$ cat src/hw/rtl/pwa_pkg.sv
// shared types and fixed-point constants for the polyphase wavelet analysis core
package pwa_pkg;

  localparam int SAMPLE_W = 16;
  localparam int COEF_W   = 16;
  localparam int PROD_W   = SAMPLE_W + COEF_W;
  localparam int OUT_W    = 20;
  localparam int FRAC_SH  = 14;
  localparam int OUT_MAX  = 524287;
  localparam int OUT_MIN  = -524288;
  localparam int NUM_LANES = 4;

  typedef struct packed {
    logic push;
    logic clear;
    logic issue;
    logic first;
  } hist_ctrl_t;

  typedef struct packed {
    logic issue;
    logic first;
    logic last;
  } mac_ctrl_t;

endpackage

$ cat src/hw/rtl/pwa_hist.sv
// circular sample delay line with per-entry valid bits and a walking read pointer
module pwa_hist #(
  parameter int DEPTH = 16
) (
  input  logic                                  clk,
  input  logic                                  rst,
  input  pwa_pkg::hist_ctrl_t                   ctrl,
  input  logic signed [pwa_pkg::SAMPLE_W-1:0]   push_data,
  output logic signed [pwa_pkg::SAMPLE_W-1:0]   rd_data
);

  localparam int TW = (DEPTH > 1) ? $clog2(DEPTH) : 1;

  logic signed [pwa_pkg::SAMPLE_W-1:0] mem [DEPTH];
  logic [DEPTH-1:0] valid;
  logic [TW-1:0]    head;
  logic [TW-1:0]    rptr;
  logic [TW-1:0]    head_next;
  logic [TW-1:0]    raddr;
  logic [TW-1:0]    raddr_dec;

  always_comb begin
    head_next = (head == TW'(DEPTH - 1)) ? '0 : head + TW'(1);
    raddr     = ctrl.first ? head : rptr;
    raddr_dec = (raddr == '0) ? TW'(DEPTH - 1) : raddr - TW'(1);
  end

  always_ff @(posedge clk) begin
    if (rst) begin
      head  <= '0;
      rptr  <= '0;
      valid <= '0;
    end else begin
      if (ctrl.clear) begin
        valid <= '0;
      end else if (ctrl.push) begin
        valid[head_next] <= 1'b1;
      end
      if (ctrl.push) begin
        head <= head_next;
      end
      if (ctrl.issue) begin
        rptr <= raddr_dec;
      end
    end
  end

  always_ff @(posedge clk) begin
    if (ctrl.push) begin
      mem[head_next] <= push_data;
    end
    if (ctrl.issue) begin
      rd_data <= valid[raddr] ? mem[raddr] : '0;
    end
  end

endmodule

$ cat config.mk
export PLATFORM = sky130hd
export DESIGN_NAME = pwa_hist
export DESIGN_NICKNAME = d
export VERILOG_FILES = /design/src/hw/rtl/pwa_pkg.sv /design/src/hw/rtl/pwa_hist.sv
export SDC_FILE = /design/constraint.sdc
export NUM_CORES = 1
export LEC_CHECK = 0
export BUFFER_PORTS_ARGS = -buffer_cell sky130_fd_sc_hd__buf_2
export CAP_MARGIN = 20
export CORE_MARGIN = 2
export CORE_UTILIZATION = 45
export CTS_CLUSTER_SIZE = 24
export DETAILED_ROUTE_END_ITERATION = 16
export RECOVER_POWER = 50
export SLEW_MARGIN = 25
export SYNTH_ARGS = -nofsm -noshare
export SYNTH_HDL_FRONTEND = slang
export SYNTH_SLANG_ARGS = --single-unit
$ cat constraint.sdc
create_clock -name clk -period 6.6 [get_ports clk]
set_clock_uncertainty 0.1 [all_clocks]
set_input_delay 0 -clock clk [delete_from_list [all_inputs] [get_ports clk]]
set_output_delay 0 -clock clk [all_outputs]
set_load 0.005 [all_outputs]
=== Yosys cells after proc, flatten, opt, wreduce, memory -nomap -nowiden ===
Memory sizes are Yosys's and may differ from the RTL's. A register that Yosys moved wholly into a read port is not among the register bits.
Index checks and enable logic that the tools add are counted.

* Flip-flop bits (word level): 24
* Memory bits (writable): 256
* Input port bits: 22
* Output and inout port bits: 16
* Logic and storage cells: 24
* Memories kept: 1

{| class="wikitable"
|+ Memory list
! memory !! depth !! bits a word !! read ports !! clocked after memory_dff !! write ports !! RTL line !! text
|-
| mem || 16 || 16 || 1 || 1 || 1 || pwa_hist.sv:14 || <nowiki>logic signed [pwa_pkg::SAMPLE_W-1:0] mem [DEPTH];</nowiki>
|}

* Add/sub/neg operators: 2
* Magnitude comparators: 3
* Equality and inequality tests: 1
* Muxes and demuxes: 9
* Bitwise operators: 1
* Reduce and logical (&&, ||, !) cells: 4

{| class="wikitable"
|+ Operators with widths
! cell !! count
|-
| 16-bit OR || 1
|-
| 4-bit 2-to-1 mux || 3
|-
| 4-bit by 5-bit < comparator with 1-bit output, second input constant || 2
|-
| 4-bit by 1-bit adder with 4-bit output, second input constant || 1
|-
| 1-bit binary-select mux with 4-bit select || 1
|-
| 1-bit demux with 4-bit select || 1
|-
| 4-bit equality test, second input constant || 1
|-
| 4-bit by 1-bit >= comparator with 1-bit output, second input constant || 1
|-
| 4-bit zero test || 1
|-
| 1-bit 2-to-1 mux || 4
|-
| 4-bit by 1-bit subtractor with 4-bit output, second input constant || 1
|-
| 2-bit OR reduction || 1
|-
| 1-bit logical AND || 1
|-
| 1-bit zero test || 1
|}

=== Depth between registers and ports, before layout ===
Gate-level depths: netlist of the first run.

* Word-level depth: 7
* Depth in mapped cells: 12
* Depth with buffers taken out: 8

=== Worst setup path before layout of the first run ===
No wires, ideal clock.

* Kind: flip-flop to flip-flop
* Start point: reg head[1]
* End point: mem mem[5][0] in the netlist's numbering (enable)
* Setup time: 0.390 ns
* Arrival: 1.977 ns
* Data required time: 6.110 ns
* Path slack: 4.133 ns
* Stages on the path, launching flop included: 6
* Path buffers: 1
* Period minus slack after synthesis: 2.467 ns
* Cells stage by stage: dfxtp_1 ha_1 clkbuf_1 mux2_2 o21ai_0 nor2_1

* Cells in the longest elaborated chain, start to end: 2
* Elaborated cells between the ends (all ways): 3
* Classes of those cells: add/sub: 1; eq/ne: 1; mux: 1

{| class="wikitable"
|+ RTL lines
! element !! RTL line !! text
|-
| from (decl) || pwa_hist.sv:16 || <nowiki>logic [TW-1:0] head;</nowiki>
|-
| from (signal assigned) || pwa_hist.sv:40 || <nowiki>head <= head_next;</nowiki>
|-
| 4-bit by 1-bit adder with 4-bit output or 4-bit equality test (tied branches) || pwa_hist.sv:23 || <nowiki>head_next = (head == TW'(DEPTH - 1)) ? '0 : head + TW'(1);</nowiki>
|-
| 4-bit 2-to-1 mux * || pwa_hist.sv:23 ||
|-
| to (decl) || pwa_hist.sv:14 ||
|}

Every way passes the cells marked *; elsewhere a longest branch is shown, timed or not.

=== Final worst setup path of the first run ===
* Start point: reg head[0]
* End point: reg rd_data[10] in the netlist's numbering, read port of mem, data pin

* Cells in the longest elaborated chain, start to end: 4

{| class="wikitable"
|+ RTL lines
! element !! RTL line !! text
|-
| 4-bit 2-to-1 mux * || pwa_hist.sv:24 || <nowiki>raddr = ctrl.first ? head : rptr;</nowiki>
|-
| 1-bit binary-select mux with 4-bit select || pwa_hist.sv:53 || <nowiki>rd_data <= valid[raddr] ? mem[raddr] : '0;</nowiki>
|-
| 1-bit 2-to-1 mux (implied by the code) || pwa_hist.sv:53 ||
|-
| 1-bit zero test (no source line) || - ||
|-
| to (decl) || pwa_hist.sv:9 || <nowiki>output logic signed [pwa_pkg::SAMPLE_W-1:0] rd_data</nowiki>
|}

Every way passes the cells marked *; elsewhere a longest branch is shown, timed or not. The select of a mux whose other input is x is not followed.
A chain may end at the register's enable or synchronous reset.

==> results.py, run 1 <==
metrics = {
    "layout": {
        "drive_gt1_frac": 0.0973,
        "fin_nets": 1004,
        "layout_common_cells": "nand2_1 (293), edfxtp_1 (272), nand3_1 (75)",
        "final_common_cell": "nand2_1",
        "syn_to_final_growth_pct": 13.6,
        "nFillCells": 2255,
        "diodes": 0,
        "seq_area_um2": 8650,
        "multi_input_area_um2": 2990,
    },
    "synthesis": {
        "synth-adder-area-share": 0.00633,
        "async_flop_share": 0,
        "synth_edf_count": 272,
        "postSynthCellCount": 926,
        "yosysSeqAreaShare": 0.729,
        "syn_avg_cell_area_um2": 12.8,
        "ys_warn_count": 0,
        "muxShareOfSynthArea": 0.0101,
        "synth_seq_cells": 296,
        "synth_nets": 954,
        "syn-cell-area_um2": 11900,
        "synth.distinct_cells": 38,
        "synth_xor_xnor_area_share": 0.00148,
        "synth_top_flop_cell": "edfxtp_1",
        "synthSimpleGateAreaFrac": 0.154,
        "synth_top_family_by_area": "simple AND/OR/NAND/NOR gates",
        "synth_compound_area_frac": 0.0720,
    },
    "clock_network": {
        "ctsHoldBuffers": 21,
        "post_cts_buffers": 0,
        "clock-root-buffer": "clkbuf_16",
        "cts_buffer_depth": 3,
        "clk_pin_slew_worst_paths_ps": 60,
        "cts_sinks": 296,
        "clkLatencyLatePin_ps": 550,
        "cts_buffers": 31,
        "post_cts_resized": 0,
        "htreeDepth": 1,
        "cts_tree": "done",
    },
    "setup_path": {
        "critical_path_class": "flop to flop",
        "rr_worst_depth": 8,
        "required_ps": 6800,
        "cpPeakStageDelay_ps": 590,
        "critPathTopFamily": "buffers and inverters",
        "start_kind": "flop",
        "critPathBufInv": 2,
        "crit_slowest_cell": "buf_4",
        "crit_path_end_kind": "flop",
        "worstPathCellList": "mux2_4, clkinv_2, buf_4, nand2_1, a31oi_1, nand2_1, a311oi_1, o31a_1",
        "worst-path-stages": 8,
        "crit_top_cell": "nand2_1",
        "cp_max_fo": 62,
        "arrival_ps": 3320,
    },
    "drt": {
        "vias": 7565,
        "postRouteAntennaNets": 0,
        "vias_per_cell": 5.68,
        "drt_iter0_drc": 771,
        "wire_per_inst_um": 22.1,
        "routed_wl_mm": 29.5,
        "firstDrtPassIters": 5,
        "route.detailed.drc": 0,
    },
    "power": {
        "p_total_mw": 4.07,
        "p_leak_nw": 4.61,
        "cellPowerDensity_nw_per_um2": 302,
        "ir_drop_v": 0.000187,
    },
    "floorplan": {
        "die_w_um": 166,
        "start_util": 0.457,
        "die_y_um": 166,
        "die-area_um2": 27700,
        "core_region_area_um2": 26000,
        "fp-row-count": 59,
        "io_pins": 38,
    },
    "sta": {
        "fin_setup_tns_ps": 0,
        "fmax_mhz": 320,
        "finalCritPeriodShare": 0.473,
        "period_needed_ps": 3120,
        "setup_viol": 0,
        "relSlewSlack": -0.323,
        "worst_pin_slew_ps": 1980,
        "hold_violations": 0,
        "drv_slew": 23,
        "rsz0062_at_grt": "no",
    },
    "global_routing": {
        "grtUsageTotal": 0.212,
        "grt-ovfl-total": 0,
        "grt_pass1_vias": 7422,
        "grt_max_degree": 92,
        "antenna_found_initial": 0,
        "grt_pass1_wl_mm": 44.7,
    },
    "outcome": {
        "violations": "max-capacitance violations, max-slew violations",
        "status": "complete, but fails checks",
    },
    "placement": {
        "place.gp.congestion": 0.735,
        "dpl.hpwl_mm": 14.9,
        "io_buffers": 37,
    },
    "job": {
        "drv_cap": 1,
    },
    "hold_path": {
        "hold_depth": 3,
        "hold_path_class": "input port to flop",
    },
}
## area by class of cell
type,instances,area share
Sequential cell,296,0.642
Clock buffer,39,0.0598
Tap cell,335,0.0311
Multi-Input combinational cell,567,0.222
Inverter,5,0.00149
Timing Repair Buffer,75,0.0364
Clock inverter,15,0.00724
## state kept, by name (all words and copies together) (netlist names)
register and count:
rptr 4, valid 16, head 4, rd_data 16
mem 256
## tightest hold or removal path, delay by kind of cell
kind                   cells  cell delay (ps)
AOI/OAI and AO/OA          1              110
buffers and inverters      1              180
muxes                      1              350
## worst paths after layout
| path | from | to | slack, ps |
|---|---|---|---|
| hold reg to reg | valid[5] | valid[5] | 360 |
| setup / recovery | head[0] | rd_data[10] | 3480 |
| hold / removal | ctrl[0] | rptr[0] | 40 |
| setup reg to reg | head[0] | rd_data[10] | 3480 |
## where the power goes
| part | leakage, nW | internal (mW) | switching, mW |
|---|---|---|---|
| clock | 0.441 | 0.894 | 0.684 |
| combinational | 1.50 | 0.120 | 0.258 |
| sequential | 2.67 | 2.09 | 0.0179 |
| total | 4.61 | 3.11 | 0.960 |
## stage by stage
step / hold WS (ps) / cells / util / worst slack, ps / area, um^2
floorplan: -1.13 / 926 / - / 4130 / 11900
global placement: 209 / 1257 / 0.477 / 3470 / 12400
detailed placement: 215 / 1257 / 0.477 / 3480 / 12400
CTS: 29.4 / 1332 / 0.520 / 3460 / 13500
global route: 53.2 / 1332 / 0.519 / 3240 / 13500
finish: 41.9 / 1332 / 0.519 / 3480 / 13500
## cells by family (layout without fill, tap and decap cells)
logic type | count (synthesis) | in the layout
AOI/OAI and AO/OA | 113 | 113
xor gates and xnor gates | 2 | 2
adders and majority gates | 6 | 6
buffers and inverters | 63 | 134
DFF | 296 | 296
muxes | 11 | 11
and+or+nand+nor | 435 | 435
## Yosys cell counts, types with 2 or more instances
master	n	area [um^2]
mux2_2	4	45.0
buf_1	3	11.3
o31a_1	16	140
clkbuf_1	25	93.8
nor3_1	3	15.0
a21oi_1	21	105
nand2_1	293	1100
buf_4	7	52.6
inv_1	3	11.3
and3_1	32	200
o21ai_0	4	20.0
dfxtp_1	24	480
a311oi_1	33	289
edfxtp_1	272	8170
mux2i_1	6	60.1
buf_2	19	95.1
buf_6	4	45.0
nand2b_1	2	12.5
ha_1	6	75.1
o21a_1	16	120
nand3_1	75	375
a31oi_1	17	106
nor2_1	26	97.6
## per-layer routing
metal  GRT usage  part of all wire  up-vias
li1            -                 -     3472
met1       0.304              0.44     3740
met2       0.339              0.47      294
met3      0.0336             0.066       59
met4      0.0566             0.024        0
met5           0                 0        -
Power figures use the tool's default switching activity.
==> inputs of run 2 (changes only) <==
ABC_AREA = 1   (was not set)
clock period = 3.04 ns   (was 6.6 ns; I/O delays follow)
==> run 2 against run 1 <==
The flow still finishes with violations (max-capacitance violations, max-slew violations). Worst hold slack better by 46 ps. Global-route usage is 0.068 points higher. Via count is 18% higher. Non-clock buffer count is 17 higher. Cell count is 32% higher. Critical path type unchanged.
==> results.py, run 2 <==
metrics = {
    "outcome": {
        "status": "complete, but fails checks",
        "violations": "max-capacitance violations, max-slew violations",
    },
    "setup_path": {
        "rr_worst_depth": 9,
        "required_ps": 3120,
        "crit_top_cell": "inv_1",
        "start_kind": "flop",
        "arrival_ps": 2660,
        "critical_path_class": "flop to flop",
        "crit_path_end_kind": "flop",
        "worstPathCellList": "ha_1, nand2_1, inv_1, o21ai_0, o21ai_0, inv_1, nor2_1, nand2_1, inv_1",
        "worst-path-stages": 9,
        "critPathTopFamily": "buffers and inverters",
        "crit_slowest_cell": "inv_1",
        "critPathBufInv": 3,
        "cpPeakStageDelay_ps": 560,
        "cp_max_fo": 16,
    },
    "synthesis": {
        "synth.distinct_cells": 25,
        "yosysSeqAreaShare": 0.660,
        "syn_avg_cell_area_um2": 10.1,
        "muxShareOfSynthArea": 0,
        "synth_top_family_by_area": "simple AND/OR/NAND/NOR gates",
        "synth_top_flop_cell": "edfxtp_1",
        "synth-adder-area-share": 0.00573,
        "yosys.cell_count.top_type": "inv_1",
        "synth_compound_area_frac": 0.0127,
        "synthSimpleGateAreaFrac": 0.212,
        "yosys-top-cells-count": "inv_1 (284), nand2_1 (275), edfxtp_1 (272), nand3_1 (271), buf_2 (43)",
        "synth_seq_cells": 296,
        "synth_top_area_frac": 0.623,
        "ys_warn_count": 0,
        "syn-cell-area_um2": 13100,
        "synth_area_leaders": "edfxtp_1 (62%), nand3_1 (10%), inv_1 (8.1%)",
        "synth_xor_xnor_area_share": 0,
        "synth_edf_count": 272,
        "synth_nets": 1322,
        "postSynthCellCount": 1294,
        "synth_top_area_cell": "edfxtp_1",
        "async_flop_share": 0,
    },
    "layout": {
        "final_common_cell": "inv_1",
        "drive_gt1_frac": 0.0682,
        "layout.cells.non_filler": 1762,
        "diodes": 0,
        "syn_to_final_growth_pct": 13.3,
        "largest_reg_flops": 256,
        "final_util": 0.517,
        "fin_nets": 1382,
        "nFillCells": 2570,
        "reg.largest.list": "mem x256, rd_data x16, valid x16",
        "regMostFlops": "mem",
        "layout_common_cells": "inv_1 (285), nand2_1 (275), edfxtp_1 (272)",
    },
    "power": {
        "p_comb_frac": 0.102,
        "p_total_mw": 9.04,
        "p_seq_frac": 0.507,
        "power_frac_clock": 0.391,
        "p_sw_mw": 2.20,
        "cellPowerDensity_nw_per_um2": 609,
        "switching_share": 0.243,
        "ir_drop_v": 0.000447,
        "p_leak_nw": 6.37,
        "internal-power_mw": 6.85,
    },
    "sta": {
        "worst_pin_slew_ps": 1520,
        "fin_hold_ws_ps": 88.1,
        "setup_viol": 0,
        "relSlewSlack": -0.0129,
        "drv_slew": 25,
        "finalCritPeriodShare": 0.848,
        "period_needed_ps": 2580,
        "hold_violations": 0,
        "fmax_mhz": 388,
        "rsz0062_at_grt": "no",
        "fin_setup_tns_ps": 0,
    },
    "floorplan": {
        "die_w_um": 175,
        "die_y_um": 175,
        "core_region_area_um2": 28700,
        "start_util": 0.456,
        "die-area_um2": 30500,
        "fp-row-count": 62,
        "io_pins": 38,
    },
    "clock_network": {
        "cts_buffers": 31,
        "htreeDepth": 1,
        "cts_sinks": 296,
        "clk_pin_slew_worst_paths_ps": 60,
        "clock-root-buffer": "clkbuf_16",
        "cts_tree": "done",
        "ctsHoldBuffers": 21,
        "post_cts_resized": 0,
        "post_cts_buffers": 0,
        "clkLatencyLatePin_ps": 550,
        "cts_buffer_depth": 3,
    },
    "drt": {
        "drt_iter0_drc": 865,
        "vias_per_cell": 5.08,
        "wire_per_inst_um": 18.2,
        "firstDrtPassIters": 5,
        "routed_wl_mm": 32.0,
        "vias": 8953,
        "postRouteAntennaNets": 0,
        "route.detailed.drc": 0,
    },
    "job": {
        "drv_cap": 1,
    },
    "global_routing": {
        "grt-ovfl-total": 0,
        "grtUsageTotal": 0.212,
        "antenna_found_initial": 1,
        "grt_max_degree": 77,
        "grt_pass1_wl_mm": 49.4,
        "grt_pass1_vias": 8591,
    },
    "placement": {
        "place_inst": 1684,
        "io_buffers": 37,
        "dpl.hpwl_mm": 18.1,
        "place.gp.congestion": 0.791,
    },
    "hold_path": {
        "hold_path_class": "input port to flop",
        "hold_depth": 3,
    },
}
## run 2: cell count changes in the layout (fill, tap and decap cells not counted), sizes merged, moves of 16 or more
cell    previous run  this run
inv                5       289
nand3             75       271
a311oi            33         0
and3              32         0
nand3b             1        32
a31oi             18         1
o21a              16         0
o31a              16         0
## run 2: final cells by class
class	instances	area (um^2)	area share
clock inverter	18	134	0.00902
sequential	296	8650	0.583
timing repair buffer	92	663	0.0447
tap	384	480	0.0324
inverter	288	1080	0.0730
clock buffer	39	806	0.0543
multi-input combinational	645	3030	0.204
## run 2: logic make-up after synthesis
| family | Yosys count |
|---|---|
| and+or+nand+nor | 608 |
| buffers and inverters | 353 |
| AOI/OAI and AO/OA | 31 |
| DFF | 296 |
| adders and majority gates | 6 |
## run 2: final timing paths
| path | slack, ps | start | to |
|---|---|---|---|
| worst max-delay path | 460 | head[0] | mem[1][6] |
| worst min register to register | 350 | valid[2] | valid[2] |
| worst max register to register | 460 | head[0] | mem[1][6] |
| worst min-delay path | 90 | rst | rptr[3] |
## run 2: stage by stage
| stage | setup WS [ps] | cell area [um^2] |
|---|---|---|
| after detailed placement | 454 | 13700 |
| after global routing | 198 | 14800 |
| after CTS | 431 | 14900 |
| final | 461 | 14800 |
| after global placement | 536 | 13700 |
| after floorplan | 937 | 13100 |
## run 2: metal layers
layer,wire [um],global-route usage,vias to the layer above
met4,619,0.0490,0
li1,-,-,4301
met2,14700,0.345,312
met3,2320,0.0276,55
met5,0,0,-
met1,14300,0.306,4285
## run 2: power by group through the flow
stage | Combinational (mW) | Sequential, mW | Clock, mW
floorplan | 0.577 | 4.66 | 0
global placement | 0.899 | 4.66 | 0
detailed placement | 0.905 | 4.67 | 0
CTS | 0.931 | 4.58 | 3.60
global route | 1.02 | 4.59 | 3.75
finish | 0.922 | 4.58 | 3.54
## run 2: tightest hold or removal path: cells and delay by family
kind	cells	cell delay (ps)
buf+inv	2	650
compound gates	1	40
==> inputs of run 3 (changes only) <==
clock period = 2.4 ns   (was 3.04 ns; I/O delays follow)
==> run 3 against run 2 <==
The run now ends clean. Worst setup slack lost 290 ps. Clock power grew 37%. Global-route usage rose by 2.6 points. Critical path depth up 2. Final area up 2.7%. Die area unchanged. Non-clock buffer count grew 2.
==> results.py, run 3 (synthesis results as in run 2) <==
metrics = {
    "setup_path": {
        "worstPathCellList": "buf_4, inv_2, nand2_1, nand2_2, buf_8, ha_2, nand2_1, nand3_1, nand3_1, a21oi_1, dlygate4sd3_1",
        "crit_path_end_kind": "flop",
        "rr_worst_depth": 11,
        "start_kind": "flop",
        "required_ps": 2740,
        "ff2ff_setup_slack_ps": 170,
        "critPathTopFamily": "buffers and inverters",
        "critPathBufInv": 4,
        "arrival_ps": 2570,
        "cp_max_fo": 19,
        "crit_slowest_cell": "dlygate4sd3_1",
        "critical_path_class": "flop to flop",
        "r2r-start": "head[0]",
        "cpPeakStageDelay_ps": 540,
        "r2r_end": "rptr[3]",
    },
    "sta": {
        "hold_violations": 0,
        "finalCritPeriodShare": 0.928,
        "worst_pin_slew_ps": 1430,
        "period_needed_ps": 2230,
        "drv_slew": 0,
        "rsz0062_at_grt": "no",
        "setup_viol": 0,
        "fin_setup_tns_ps": 0,
        "relSlewSlack": 0.0482,
        "fmax_mhz": 449,
    },
    "clock_network": {
        "cts_buffer_depth": 3,
        "clkLatencyLatePin_ps": 510,
        "clk_pin_slew_worst_paths_ps": 60,
        "clock-root-buffer": "clkbuf_16",
        "htreeDepth": 2,
        "cts_sinks": 296,
        "post_cts_buffers": 0,
        "cts_buffers": 34,
        "cts_tree": "done",
    },
    "floorplan": {
        "io_pins": 38,
        "die_w_um": 175,
        "start_util": 0.456,
        "die_y_um": 175,
        "fp-row-count": 62,
        "core_region_area_um2": 28700,
        "die-area_um2": 30500,
    },
    "layout": {
        "stdcell_area_um2": 15200,
        "final_common_cell": "inv_1",
        "regMostFlops": "mem",
        "largest_reg_flops": 256,
        "reg.largest.list": "mem x256, rd_data x16, valid x16",
        "diodes": 0,
        "drive_gt1_frac": 0.0817,
        "layout_common_cells": "inv_1 (284), nand2_1 (275), edfxtp_1 (272)",
        "fin_nets": 1387,
        "syn_to_final_growth_pct": 16.4,
    },
    "hold_path": {
        "hp-start": "ctrl[0]",
        "hold_path_end": "rptr[0]",
        "hold_path_class": "input port to flop",
        "hold_depth": 5,
    },
    "global_routing": {
        "grt_pass1_wl_mm": 53.6,
        "antenna_found_initial": 0,
        "grt_max_degree": 74,
        "grtUsageTotal": 0.239,
        "grt-ovfl-total": 0,
        "grt_pass1_vias": 8629,
    },
    "drt": {
        "drt_iter0_drc": 1017,
        "routed_wl_mm": 36.0,
        "wire_per_inst_um": 20.4,
        "vias": 9137,
        "route.detailed.drc": 0,
        "vias_per_cell": 5.17,
        "firstDrtPassIters": 5,
        "postRouteAntennaNets": 0,
    },
    "power": {
        "p_leak_nw": 6.52,
        "ir_drop_v": 0.000543,
        "cellPowerDensity_nw_per_um2": 784,
    },
    "placement": {
        "place.gp.congestion": 0.966,
        "place_area_um2": 14000,
        "io_buffers": 37,
        "dpl.hpwl_mm": 22.7,
    },
    "job": {
        "drv_cap": 0,
    },
    "outcome": {
        "status": "complete, no violations",
    },
}
## run 3: metal layers
layer / up-vias / wire length, um / part of all wire / GRT usage
li1: 4324 / - / - / -
met1: 4338 / 15000 / 0.42 / 0.328
met2: 384 / 16800 / 0.47 / 0.384
met3: 91 / 2580 / 0.072 / 0.0324
met4: 0 / 1640 / 0.046 / 0.101
met5: - / 0 / 0 / 0
## run 3: layout make-up
type                       instances  area [um^2]
sequential                       296         8650
timing repair buffer              94          953
clock buffer                      41          951
fill                            2566        13500
tap                              384          480
clock inverter                    19         98.8
inverter                         288         1080
multi-input combinational        645         3030
## run 3: worst max path at each step
stage          startpoint         end  slack [ps]  cells after the start
2_1_floorplan     head[0]   mem[0][0]         300                      9
3_3_place_gp      head[1]  rd_data[7]         250                     11
3_5_place_dp      head[1]  mem[3][10]         220                     10
4_1_cts           head[0]     rptr[3]          90                     11
5_1_grt           head[1]   mem[0][3]          10                     10
6_report          head[0]     rptr[3]         170                     11
## run 3: per-stage QoR
stage	worst slack, ps	power (mW)	hold slack [ps]	std cells	util
after floorplan	297	6.63	-30.9	1294	-
after global placement	254	7.18	173	1686	0.488
after detailed placement	222	7.18	175	1686	0.488
after CTS	85.1	12.0	184	1767	0.532
after global routing	9.51	12.4	225	1767	0.531
final	173	12.0	204	1767	0.531
## run 3: worst min-delay path, stage by stage
cell,delay [ps]
buf_2,260
o21ai_2,100
buf_4,210
nand3_1,110
a31oi_1,70
## run 3: timing repair
action,4_1_cts,5_1_grt
hold buffers,21,0
endpoints found under the hold margin,296,0
setup endpoints to repair,0,1
gates resized for setup,0,3
## run 3: report_power, final
group	total (mW)	internal [mW]	switching, mW
clock network	4.84	2.82	2.02
logic	1.32	0.390	0.929
registers	5.80	5.76	0.0342
total	12.0	8.97	2.98
